[src/rtl/core/cbfs_pkg.sv]
// Shared constants, request and status codes, and controller/datapath link types.
`timescale 1ns / 1ps

package cbfs_pkg;

  // Store geometry
  localparam int DEPTH  = 16;
  localparam int ELEM_W = 8;
  localparam int AW     = $clog2(DEPTH);
  localparam int CW     = $clog2(DEPTH + 1);

  // Field widths fixed by the request and result formats
  localparam int REQ_W     = 3;
  localparam int OFF_W     = 5;
  localparam int STAT_W    = 2;
  localparam int CAP_W     = 5;
  localparam int CFG_W     = 5;
  localparam int CFG_IDX_W = 1;

  // Request codes
  localparam logic [REQ_W-1:0] REQ_PUSH = 3'd0;
  localparam logic [REQ_W-1:0] REQ_POP  = 3'd1;
  localparam logic [REQ_W-1:0] REQ_READ = 3'd2;
  localparam logic [REQ_W-1:0] REQ_MAX  = 3'd3;
  localparam logic [REQ_W-1:0] REQ_MIN  = 3'd4;

  // Result status codes
  localparam logic [STAT_W-1:0] ST_OK    = 2'd0;
  localparam logic [STAT_W-1:0] ST_FULL  = 2'd1;
  localparam logic [STAT_W-1:0] ST_EMPTY = 2'd2;

  // Configuration register indexes
  localparam logic [CFG_IDX_W-1:0] CFG_CAPACITY  = 1'b0;
  localparam logic [CFG_IDX_W-1:0] CFG_OVERWRITE = 1'b1;

  localparam logic [CAP_W-1:0] CAP_RESET = CAP_W'(DEPTH);

  // Commands from the controller to the datapath
  typedef struct packed {
    logic take_req;
    logic push;
    logic set_full;
    logic set_empty;
    logic pop;
    logic idx_init;
    logic idx_wrap;
    logic idx_read;
    logic scan_init;
    logic scan_read;
    logic load_data;
    logic emit;
  } cbfs_cmd_t;

  // Status from the datapath to the controller
  typedef struct packed {
    logic [REQ_W-1:0] req_type;
    logic             empty;
    logic             push_ok;
    logic             idx_out;
    logic             scan_last;
    logic             out_free;
  } cbfs_sts_t;

endpackage

[src/rtl/core/cbfs_req_if.sv]
// Request channel: valid/ready handshake with the request fields.
`timescale 1ns / 1ps

interface cbfs_req_if;
  logic                                valid;
  logic                                ready;
  logic [cbfs_pkg::REQ_W-1:0]          req_type;
  logic [cbfs_pkg::ELEM_W-1:0]         push_data;
  logic signed [cbfs_pkg::OFF_W-1:0]   offset;

  modport source (output valid, output req_type, output push_data, output offset,
                  input ready);
  modport sink   (input valid, input req_type, input push_data, input offset,
                  output ready);
endinterface

[src/rtl/core/cbfs_rsp_if.sv]
// Result channel: valid/ready handshake with the result fields.
`timescale 1ns / 1ps

interface cbfs_rsp_if;
  logic                          valid;
  logic                          ready;
  logic [cbfs_pkg::ELEM_W-1:0]   data;
  logic [cbfs_pkg::STAT_W-1:0]   status;
  logic [cbfs_pkg::CW-1:0]       occupancy;
  logic                          is_full;
  logic                          is_empty;

  modport source (output valid, output data, output status, output occupancy,
                  output is_full, output is_empty, input ready);
  modport sink   (input valid, input data, input status, input occupancy,
                  input is_full, input is_empty, output ready);
endinterface

[src/rtl/core/cbfs_ctrl.sv]
// Controller state machine: sequences push, pop, read, and scan requests.
`timescale 1ns / 1ps

module cbfs_ctrl (
  input  logic                 clk,
  input  logic                 rst,
  input  logic                 req_valid,
  output logic                 req_ready,
  input  cbfs_pkg::cbfs_sts_t  sts,
  output cbfs_pkg::cbfs_cmd_t  cmd
);

  typedef enum logic [2:0] {
    S_IDLE,
    S_EXEC,
    S_WRAP,
    S_LOAD,
    S_SCAN,
    S_LAST,
    S_DONE
  } state_t;

  state_t state;
  state_t state_next;

  assign req_ready = (state == S_IDLE);

  // Decode commands and next state
  always_comb begin
    cmd        = '0;
    state_next = state;
    case (state)
      S_IDLE: begin
        if (req_valid) begin
          cmd.take_req = 1'b1;
          state_next   = S_EXEC;
        end
      end
      S_EXEC: begin
        case (sts.req_type)
          cbfs_pkg::REQ_PUSH: begin
            if (sts.push_ok) cmd.push = 1'b1;
            else cmd.set_full = 1'b1;
            state_next = S_DONE;
          end
          cbfs_pkg::REQ_POP: begin
            if (sts.empty) begin
              cmd.set_empty = 1'b1;
              state_next    = S_DONE;
            end else begin
              cmd.pop    = 1'b1;
              state_next = S_LOAD;
            end
          end
          cbfs_pkg::REQ_READ: begin
            cmd.idx_init = 1'b1;
            state_next   = S_WRAP;
          end
          cbfs_pkg::REQ_MAX, cbfs_pkg::REQ_MIN: begin
            if (sts.empty) begin
              state_next = S_DONE;
            end else begin
              cmd.scan_init = 1'b1;
              state_next    = S_SCAN;
            end
          end
          default: state_next = S_DONE;
        endcase
      end
      S_WRAP: begin
        // Fold the index by the capacity until it lands in range
        if (sts.idx_out) begin
          cmd.idx_wrap = 1'b1;
        end else begin
          cmd.idx_read = 1'b1;
          state_next   = S_LOAD;
        end
      end
      S_LOAD: begin
        cmd.load_data = 1'b1;
        state_next    = S_DONE;
      end
      S_SCAN: begin
        cmd.scan_read = 1'b1;
        if (sts.scan_last) state_next = S_LAST;
      end
      S_LAST: begin
        // Last read data is folded into the accumulator this cycle
        state_next = S_DONE;
      end
      S_DONE: begin
        if (sts.out_free) begin
          cmd.emit   = 1'b1;
          state_next = S_IDLE;
        end
      end
      default: state_next = S_IDLE;
    endcase
  end

  // Hold state
  always_ff @(posedge clk) begin
    if (rst) begin
      state <= S_IDLE;
    end else begin
      state <= state_next;
    end
  end

endmodule

[src/rtl/core/cbfs_dp.sv]
// Datapath: slot store, head and count, index folding, scan accumulator, result register.
`timescale 1ns / 1ps

module cbfs_dp (
  input  logic                              clk,
  input  logic                              rst,
  input  logic [cbfs_pkg::REQ_W-1:0]        req_type,
  input  logic [cbfs_pkg::ELEM_W-1:0]       push_data,
  input  logic signed [cbfs_pkg::OFF_W-1:0] offset,
  input  logic                              cfg_we,
  input  logic [cbfs_pkg::CFG_IDX_W-1:0]    cfg_index,
  input  logic [cbfs_pkg::CFG_W-1:0]        cfg_data,
  input  cbfs_pkg::cbfs_cmd_t               cmd,
  output cbfs_pkg::cbfs_sts_t               sts,
  cbfs_rsp_if.source                        rsp
);

  localparam int AW = cbfs_pkg::AW;
  localparam int CW = cbfs_pkg::CW;
  localparam int EW = cbfs_pkg::ELEM_W;
  localparam int SW = CW + 1;
  localparam int IW = SW + 1;

  // Configuration
  logic [cbfs_pkg::CAP_W-1:0] capacity;
  logic                       overwrite_mode;
  logic [CW-1:0]              cap_eff;

  // Queue state
  logic [AW-1:0] head;
  logic [CW-1:0] count;

  // Latched request
  logic [cbfs_pkg::REQ_W-1:0]        req_q;
  logic [EW-1:0]                     pdata_q;
  logic signed [cbfs_pkg::OFF_W-1:0] off_q;

  // Read index and scan walker
  logic signed [IW-1:0] idx;
  logic signed [IW-1:0] cap_s;
  logic                 idx_neg;
  logic                 idx_high;
  logic [AW-1:0]        scan_ptr;
  logic [CW-1:0]        scan_left;
  logic                 scan_rd_q;
  logic                 scan_first;

  // Result accumulation
  logic [EW-1:0]                 acc;
  logic [cbfs_pkg::STAT_W-1:0]   stat;
  logic                          out_valid;

  // Slot store with per-slot written bits
  logic [EW-1:0] mem [cbfs_pkg::DEPTH];
  logic          vld [cbfs_pkg::DEPTH];
  logic [AW-1:0] rd_addr;
  logic [EW-1:0] rd_mem;
  logic          rd_vld;
  logic [EW-1:0] rd_data;
  logic [AW-1:0] wr_addr;
  logic          push_over;

  // Reduce a sum that is below twice the capacity
  function automatic logic [AW-1:0] wrap_sum(input logic [SW-1:0] s, input logic [CW-1:0] c);
    logic [SW-1:0] r;
    r = (s >= SW'(c)) ? (s - SW'(c)) : s;
    return r[AW-1:0];
  endfunction

  // Clamp the capacity register into 1..DEPTH
  always_comb begin
    if (capacity == '0) cap_eff = CW'(1);
    else if (32'(capacity) > 32'(cbfs_pkg::DEPTH)) cap_eff = CW'(cbfs_pkg::DEPTH);
    else cap_eff = CW'(capacity);
  end

  assign cap_s     = IW'({1'b0, cap_eff});
  assign idx_neg   = idx[IW-1];
  assign idx_high  = !idx_neg && (idx >= cap_s);
  assign wr_addr   = wrap_sum(SW'(head) + SW'(count), cap_eff);
  assign push_over = (count == cap_eff);

  assign sts.req_type  = req_q;
  assign sts.empty     = (count == '0);
  assign sts.push_ok   = !push_over || overwrite_mode;
  assign sts.idx_out   = idx_neg || idx_high;
  assign sts.scan_last = (scan_left == CW'(1));
  assign sts.out_free  = !out_valid || rsp.ready;

  // Pick the read address for the current command
  always_comb begin
    if (cmd.idx_read) rd_addr = idx[AW-1:0];
    else if (cmd.scan_read) rd_addr = scan_ptr;
    else rd_addr = head;
  end

  assign rd_data = rd_vld ? rd_mem : '0;

  // Write and read the slot store
  always_ff @(posedge clk) begin
    if (cmd.push) mem[wr_addr] <= pdata_q;
    rd_mem <= mem[rd_addr];
  end

  // Track written slots; unwritten slots read as zero
  always_ff @(posedge clk) begin
    if (rst) begin
      for (int i = 0; i < cbfs_pkg::DEPTH; i++) vld[i] <= 1'b0;
      rd_vld <= 1'b0;
    end else begin
      if (cmd.push) vld[wr_addr] <= 1'b1;
      rd_vld <= vld[rd_addr];
    end
  end

  // Configuration registers; a capacity write empties the queue
  always_ff @(posedge clk) begin
    if (rst) begin
      capacity       <= cbfs_pkg::CAP_RESET;
      overwrite_mode <= 1'b0;
    end else if (cfg_we) begin
      if (cfg_index == cbfs_pkg::CFG_CAPACITY) capacity <= cfg_data[cbfs_pkg::CAP_W-1:0];
      if (cfg_index == cbfs_pkg::CFG_OVERWRITE) overwrite_mode <= cfg_data[0];
    end
  end

  // Advance head and count
  always_ff @(posedge clk) begin
    if (rst) begin
      head  <= '0;
      count <= '0;
    end else if (cfg_we && (cfg_index == cbfs_pkg::CFG_CAPACITY)) begin
      head  <= '0;
      count <= '0;
    end else if (cmd.push) begin
      if (push_over) head <= wrap_sum(SW'(head) + SW'(1), cap_eff);
      else count <= count + CW'(1);
    end else if (cmd.pop) begin
      head  <= wrap_sum(SW'(head) + SW'(1), cap_eff);
      count <= count - CW'(1);
    end
  end

  // Latch request fields
  always_ff @(posedge clk) begin
    if (cmd.take_req) begin
      req_q   <= req_type;
      pdata_q <= push_data;
      off_q   <= offset;
    end
  end

  // Form and fold the read index
  always_ff @(posedge clk) begin
    if (cmd.idx_init) begin
      idx <= IW'($signed({1'b0, head})) + IW'(off_q);
    end else if (cmd.idx_wrap) begin
      idx <= idx_neg ? (idx + cap_s) : (idx - cap_s);
    end
  end

  // Walk the stored entries for a scan
  always_ff @(posedge clk) begin
    if (cmd.scan_init) begin
      scan_ptr  <= head;
      scan_left <= count;
    end else if (cmd.scan_read) begin
      scan_ptr  <= wrap_sum(SW'(scan_ptr) + SW'(1), cap_eff);
      scan_left <= scan_left - CW'(1);
    end
  end

  // Scan bookkeeping
  always_ff @(posedge clk) begin
    if (rst) begin
      scan_rd_q  <= 1'b0;
      scan_first <= 1'b0;
    end else begin
      scan_rd_q <= cmd.scan_read;
      if (cmd.scan_init) scan_first <= 1'b1;
      else if (scan_rd_q) scan_first <= 1'b0;
    end
  end

  // Accumulate result data and status
  always_ff @(posedge clk) begin
    if (cmd.take_req) begin
      acc  <= '0;
      stat <= cbfs_pkg::ST_OK;
    end else begin
      if (cmd.set_full) stat <= cbfs_pkg::ST_FULL;
      if (cmd.set_empty) stat <= cbfs_pkg::ST_EMPTY;
      if (cmd.load_data) begin
        acc <= rd_data;
      end else if (scan_rd_q) begin
        if (scan_first) acc <= rd_data;
        else if ((req_q == cbfs_pkg::REQ_MAX) ? (rd_data > acc) : (rd_data < acc)) acc <= rd_data;
      end
    end
  end

  // Hold the result until it is taken
  always_ff @(posedge clk) begin
    if (rst) begin
      out_valid <= 1'b0;
    end else if (cmd.emit) begin
      out_valid <= 1'b1;
    end else if (rsp.ready) begin
      out_valid <= 1'b0;
    end
  end

  always_ff @(posedge clk) begin
    if (cmd.emit) begin
      rsp.data      <= acc;
      rsp.status    <= stat;
      rsp.occupancy <= count;
      rsp.is_full   <= (count == cap_eff);
      rsp.is_empty  <= (count == '0);
    end
  end

  assign rsp.valid = out_valid;

  a_count_in_cap: assert property (@(posedge clk) disable iff (rst)
    count <= cap_eff)
    else $error("entry count exceeds capacity");

  a_head_in_cap: assert property (@(posedge clk) disable iff (rst)
    CW'(head) < cap_eff)
    else $error("head outside capacity");

  a_emit_free: assert property (@(posedge clk) disable iff (rst)
    cmd.emit |-> (!out_valid || rsp.ready))
    else $error("result overwritten before it was taken");

  a_read_in_range: assert property (@(posedge clk) disable iff (rst)
    cmd.idx_read |-> (!idx_neg && !idx_high))
    else $error("read index not folded into range");

endmodule

[src/rtl/core/circular_byte_fifo_with_stats.sv]
// Top level: circular byte queue with overwrite mode and max/min scans.
// Each request yields one result. A read at offset folds head+offset into
// range by adding or subtracting the capacity one step at a time (no steps
// for in-range offsets); max/min scans of a non-empty queue walk the entries
// one per cycle over the single read port of the slot store. A new request is
// taken once the previous one is finished, even while its result still waits
// in the output register. Writing the capacity register empties the queue;
// the user must write configuration only while the block is idle; the block
// itself does not enforce this.
`timescale 1ns / 1ps

module circular_byte_fifo_with_stats (
  input  logic                               clk,
  input  logic                               rst,
  cbfs_req_if.sink                           req,
  cbfs_rsp_if.source                         rsp,
  input  logic                               cfg_we,
  input  logic [cbfs_pkg::CFG_IDX_W-1:0]     cfg_index,
  input  logic [cbfs_pkg::CFG_W-1:0]         cfg_data
);

  cbfs_pkg::cbfs_cmd_t cmd;
  cbfs_pkg::cbfs_sts_t sts;
  logic                req_ready;

  assign req.ready = req_ready;

  cbfs_ctrl u_ctrl (
    .clk       (clk),
    .rst       (rst),
    .req_valid (req.valid),
    .req_ready (req_ready),
    .sts       (sts),
    .cmd       (cmd)
  );

  cbfs_dp u_dp (
    .clk       (clk),
    .rst       (rst),
    .req_type  (req.req_type),
    .push_data (req.push_data),
    .offset    (req.offset),
    .cfg_we    (cfg_we),
    .cfg_index (cfg_index),
    .cfg_data  (cfg_data),
    .cmd       (cmd),
    .sts       (sts),
    .rsp       (rsp)
  );

endmodule

[src/flat_wrapper.sv]
// flat-port wrapper written by rule: the top's interface ports become plain ports
module circular_byte_fifo_with_stats_flat 
  (clk, rst, cfg_we, cfg_index, cfg_data, req_valid, req_req_type, req_push_data, req_offset, req_ready, rsp_valid, rsp_data, rsp_status, rsp_occupancy, rsp_is_full, rsp_is_empty, rsp_ready);
  cbfs_req_if req_i ();
  cbfs_rsp_if rsp_i ();
  input  logic clk;
  input  logic rst;
  input  logic cfg_we;
  input  logic [cbfs_pkg::CFG_IDX_W-1:0] cfg_index;
  input  logic [cbfs_pkg::CFG_W-1:0] cfg_data;
  input wire logic [$bits(req_i.valid)-1:0] req_valid;
  input wire logic [$bits(req_i.req_type)-1:0] req_req_type;
  input wire logic [$bits(req_i.push_data)-1:0] req_push_data;
  input wire logic [$bits(req_i.offset)-1:0] req_offset;
  output wire logic [$bits(req_i.ready)-1:0] req_ready;
  output wire logic [$bits(rsp_i.valid)-1:0] rsp_valid;
  output wire logic [$bits(rsp_i.data)-1:0] rsp_data;
  output wire logic [$bits(rsp_i.status)-1:0] rsp_status;
  output wire logic [$bits(rsp_i.occupancy)-1:0] rsp_occupancy;
  output wire logic [$bits(rsp_i.is_full)-1:0] rsp_is_full;
  output wire logic [$bits(rsp_i.is_empty)-1:0] rsp_is_empty;
  input wire logic [$bits(rsp_i.ready)-1:0] rsp_ready;
  assign req_i.valid = req_valid;
  assign req_i.req_type = req_req_type;
  assign req_i.push_data = req_push_data;
  assign req_i.offset = req_offset;
  assign req_ready = req_i.ready;
  assign rsp_valid = rsp_i.valid;
  assign rsp_data = rsp_i.data;
  assign rsp_status = rsp_i.status;
  assign rsp_occupancy = rsp_i.occupancy;
  assign rsp_is_full = rsp_i.is_full;
  assign rsp_is_empty = rsp_i.is_empty;
  assign rsp_i.ready = rsp_ready;
  circular_byte_fifo_with_stats u_core (.clk(clk), .rst(rst), .req(req_i), .rsp(rsp_i), .cfg_we(cfg_we), .cfg_index(cfg_index), .cfg_data(cfg_data));
endmodule
[config.mk]
export PLATFORM = sky130hd
export DESIGN_NAME = circular_byte_fifo_with_stats_flat
export DESIGN_NICKNAME = d
export VERILOG_FILES = /design/src/rtl/core/cbfs_pkg.sv /design/src/rtl/core/cbfs_req_if.sv /design/src/rtl/core/cbfs_rsp_if.sv /design/src/rtl/core/cbfs_ctrl.sv /design/src/rtl/core/cbfs_dp.sv /design/src/rtl/core/circular_byte_fifo_with_stats.sv /design/src/flat_wrapper.sv
export SDC_FILE = /design/constraint.sdc
export NUM_CORES = 1
export LEC_CHECK = 0
export BUFFER_PORTS_ARGS = -buffer_cell sky130_fd_sc_hd__buf_4
export CORE_UTILIZATION = 45
export CTS_BUF_LIST = sky130_fd_sc_hd__clkbuf_16
export CTS_CLUSTER_DIAMETER = 40
export CTS_CLUSTER_SIZE = 30
export DETAILED_ROUTE_END_ITERATION = 12
export GPL_TIMING_DRIVEN = 0
export HOLD_SLACK_MARGIN = 0.15
export PLACE_DENSITY_LB_ADDON = 0.3
export SYNTH_ARGS = -nofsm -noshare
export SYNTH_HDL_FRONTEND = slang
export SYNTH_SLANG_ARGS = --single-unit
[constraint.sdc]
create_clock -name clk -period 5.7 [get_ports clk]
set_input_delay 0.285 -clock clk [delete_from_list [all_inputs] [get_ports clk]]
set_output_delay 0.285 -clock clk [all_outputs]
set_load 0.03 [all_outputs]
==> results.json <==
{
  "setup_violations": 0,
  "tns_ns": 0,
  "fin_crit_ns": 5.28,
  "cp_num_buf_inv": 5,
  "multi_input_area_mm2": 0.00452,
  "synth_commonest_cells": "edfxtp_1, nand2_1, inv_1",
  "post-route-util_pct": 56.0,
  "viasPerCell": 5.61,
  "critical_path.startpoint_type": "flip-flop",
  "slew_violations": 0,
  "start_util_pct": 46.4,
  "nFillCells": 2096,
  "ys_seq_area_share_pct": 56.3,
  "power.static_leakage_nw": 5.14,
  "synth.most_common_cell": "edfxtp_1",
  "nets": 1183,
  "fin_hold_ws_ns": 0.363,
  "diodes": 0,
  "postSynthCellCount": 991,
  "cts_max_level": 2,
  "worstSkewPairLatency_ns": 0.54,
  "seqPwrFrac_pct": 40.9,
  "ys.flop_type": "edfxtp_1",
  "synth_area_mm2": 0.0114,
  "cts_root_buf": "clkbuf_16",
  "hold_class": "in -> reg",
  "cts_tree": "built",
  "rows": 57,
  "ant_nets": 0,
  "drc": 0,
  "grt_pass1_vias": 8117,
  "synth_seq_cells": 233,
  "async_reset_ff_share_pct": 0,
  "critPathTopFamily": "simple AND/OR/NAND/NOR gates",
  "syn-num-nets": 1074,
  "cpMaxStageDelayCell": "nor2_1",
  "wl_um": 27900,
  "ys_warn_count": 0,
  "synth_top_cell_area_share_pct": 46.5,
  "grt_max_degree": 26,
  "critPathMaxStageDelay_ns": 0.75,
  "rsz0062_at_grt": "false",
  "internal_power_w": 0.00356,
  "clkTransAtPathRegs_ns": 0.06,
  "dr_total_vias": 8152,
  "grt_usage_pct": 22.0,
  "postLayoutSetupSlackWorst_ns": 0.423,
  "synth-edff-count": 177,
  "die_height_um": 161,
  "drtIter0Drc": 557,
  "dpl_worst_slack_ns": 0.457,
  "synth_cell_types": 61,
  "grt.overflow.total": 0,
  "end_kind": "flip-flop",
  "syn_area_per_cell_um2": 11.5,
  "crit_path_cell_trace": "ha_1 -> inv_1 -> fa_1 -> xor2_1 -> inv_1 -> ha_1 -> a21o_1 -> a21o_1 -> a221o_1 -> clkbuf_1 -> mux2i_1 -> or2_2 -> clkbuf_1 -> buf_2 -> nor2_1",
  "finalHoldViolCount": 0,
  "pwr_density_cell_mw_per_mm2": 356,
  "regArea_mm2": 0.00644,
  "grt_pass1_wl_um": 43900,
  "sw_frac_of_total_pct": 27.3,
  "firstDrtPassIters": 5,
  "power_frac_comb_pct": 11.4,
  "fin_worst_skew_ns": 0.0383,
  "cts_made_buffers": 37,
  "drv_cap": 0,
  "clkSinkCount": 233,
  "synthToLayoutAreaGrowth_pct": 20.6,
  "drive_gt1_share_pct": 14.4,
  "pwr-share-clk_pct": 47.7,
  "fp.coreArea_mm2": 0.0246,
  "io_pins": 46,
  "die_area_mm2": 0.0260,
  "clock.fmax_ghz": 0.190,
  "clock_path_buffers": 3,
  "p_switching_w": 0.00134,
  "place_hpwl_um": 19100,
  "die_w_um": 161,
  "slew_headroom_pct": 26.5,
  "finalCritPeriodShare_pct": 92.6,
  "path_max_fanout": 10,
  "critPathKind": "reg -> reg",
  "wl_per_cell_um": 19.2,
  "gp_congestion": 0.874,
  "status": "finished, final reports clean",
  "tightestPinTransition_ns": 1.09,
  "netlist_top_cells_area": "edfxtp_1, dfxtp_1, ha_1",
  "cp_data_arrival_time_ns": 5.43,
  "required_ns": 5.85,
  "yosysTopAreaCell": "edfxtp_1",
  "antenna_found_initial": 0,
  "portBuffers": 45,
  "ir_drop_mv": 0.283
}
## per-stage QoR
| step | total power [W] | instances | cell area (um2) |
|---|---|---|---|
| floorplan | 0.00238 | 991 | 11400 |
| global placement | 0.00256 | 1360 | 12200 |
| detailed placement | 0.00258 | 1360 | 12200 |
| CTS | 0.00494 | 1453 | 13800 |
| global route | 0.00509 | 1453 | 13800 |
| finish | 0.00491 | 1453 | 13800 |
## layer usage
metal,global-route usage [%],share of wire [%]
met5,0,0
met4,9.65,3.4
met3,4.83,7.3
met2,34.9,46
met1,29.0,43
## state kept, by name, summed over array words and instances, names as in the netlist, 2 cells and up
register	count
u_core.u_dp.off_q	5
u_core.u_dp.count	5
u_core.u_dp.rd_mem	8
u_core.u_dp.rsp.occupancy	5
u_core.u_dp.scan_left	5
u_core.u_dp.acc	8
u_core.u_dp.capacity	5
u_core.u_dp.mem	128
u_core.u_dp.scan_ptr	4
u_core.u_dp.req_q	3
u_core.u_dp.pdata_q	8
u_core.u_dp.stat	2
u_core.u_dp.rsp.data	8
u_core.u_dp.head	4
u_core.u_ctrl.state	3
u_core.u_dp.vld	16
u_core.u_dp.rsp.status	2
u_core.u_dp.idx	7
## layout make-up
class / count / share of cell area, %
Sequential cell: 233 / 46.7
Multi-Input combinational cell: 645 / 32.8
Clock buffer: 40 / 7.26
Timing Repair Buffer: 70 / 4.27
Tap cell: 324 / 2.94
Clock inverter: 28 / 2.56
Inverter: 65 / 1.77
Buffer: 48 / 1.69
## logic make-up (layout without fill, tap and decap cells)
kind of cell / count (synthesis) / count (layout) / synth area share, %
adder cells (fa/ha/maj): 56 / 56 / 6.66
flip-flops: 233 / 233 / 56.3
buffers and inverters: 113 / 251 / 4.16
AND/OR/NAND/NOR: 300 / 300 / 12.7
AO/OA/AOI/OAI: 217 / 217 / 14.0
multiplexers: 43 / 43 / 3.93
XOR/XNOR: 29 / 29 / 2.22
## path summary, 6_finish.rpt
kind	cells past startpoint	to	slack [ns]	from
worst max-delay path	15	u_core.u_dp.mem[11][7]$_DFFE_PP_	0.42	u_core.u_dp.head[0]$_SDFFE_PP0P_
worst min-delay path	4	u_core.u_ctrl.state[0]$_SDFFE_PP0P_	0.36	req_valid
worst max register to register	15	u_core.u_dp.mem[11][7]$_DFFE_PP_	0.42	u_core.u_dp.head[0]$_SDFFE_PP0P_
worst min register to register	0	u_core.u_dp.rsp.data[7]$_DFFE_PP_	0.43	u_core.u_dp.acc[7]$_SDFFE_PP0P_
## cells in the final DEF, fill, tap and decap left out, types with 9 or more instances in the layout
cell type,netlist,final
edfxtp_1,177,177
nand2_1,113,113
inv_1,65,65
nor2_1,62,61
dfxtp_1,56,56
buf_4,4,49
ha_1,48,48
nor2b_1,42,42
clkbuf_16,0,40
a21oi_1,37,37
a221oi_1,34,34
a311oi_1,33,33
mux2i_1,32,32
clkbuf_1,27,27
dlygate4sd3_1,0,25
o21ai_0,24,24
xnor2_1,20,20
a21o_1,18,18
nand2b_1,16,16
o22ai_1,16,16
buf_2,11,12
nand3_1,12,12
nor3_1,11,11
or2_2,11,11
o31ai_1,10,10
xor2_1,9,9
mux2_2,9,9
## power groups by stage
stage,clock (W),sequential [W],combinational (W)
6_report,0.00234,0.00200,0.000560
5_1_grt,0.00246,0.00201,0.000614
4_1_cts,0.00238,0.00200,0.000554
3_5_place_dp,0,0.00204,0.000536
3_3_place_gp,0,0.00203,0.000528
2_1_floorplan,0,0.00201,0.000371
## what timing repair did
item,4_1_cts,5_1_grt
hold endpoints to repair,24,0
hold buffers,25,0
setup buffers,0,0
resized for setup,0,0
## worst min-delay path, stage by stage
cell,delay [ns]
buf_4,0.09
mux2_2,0.13
o21ai_0,0.06
a221oi_1,0.27
Note: power is estimated with default switching activity, not from simulation.
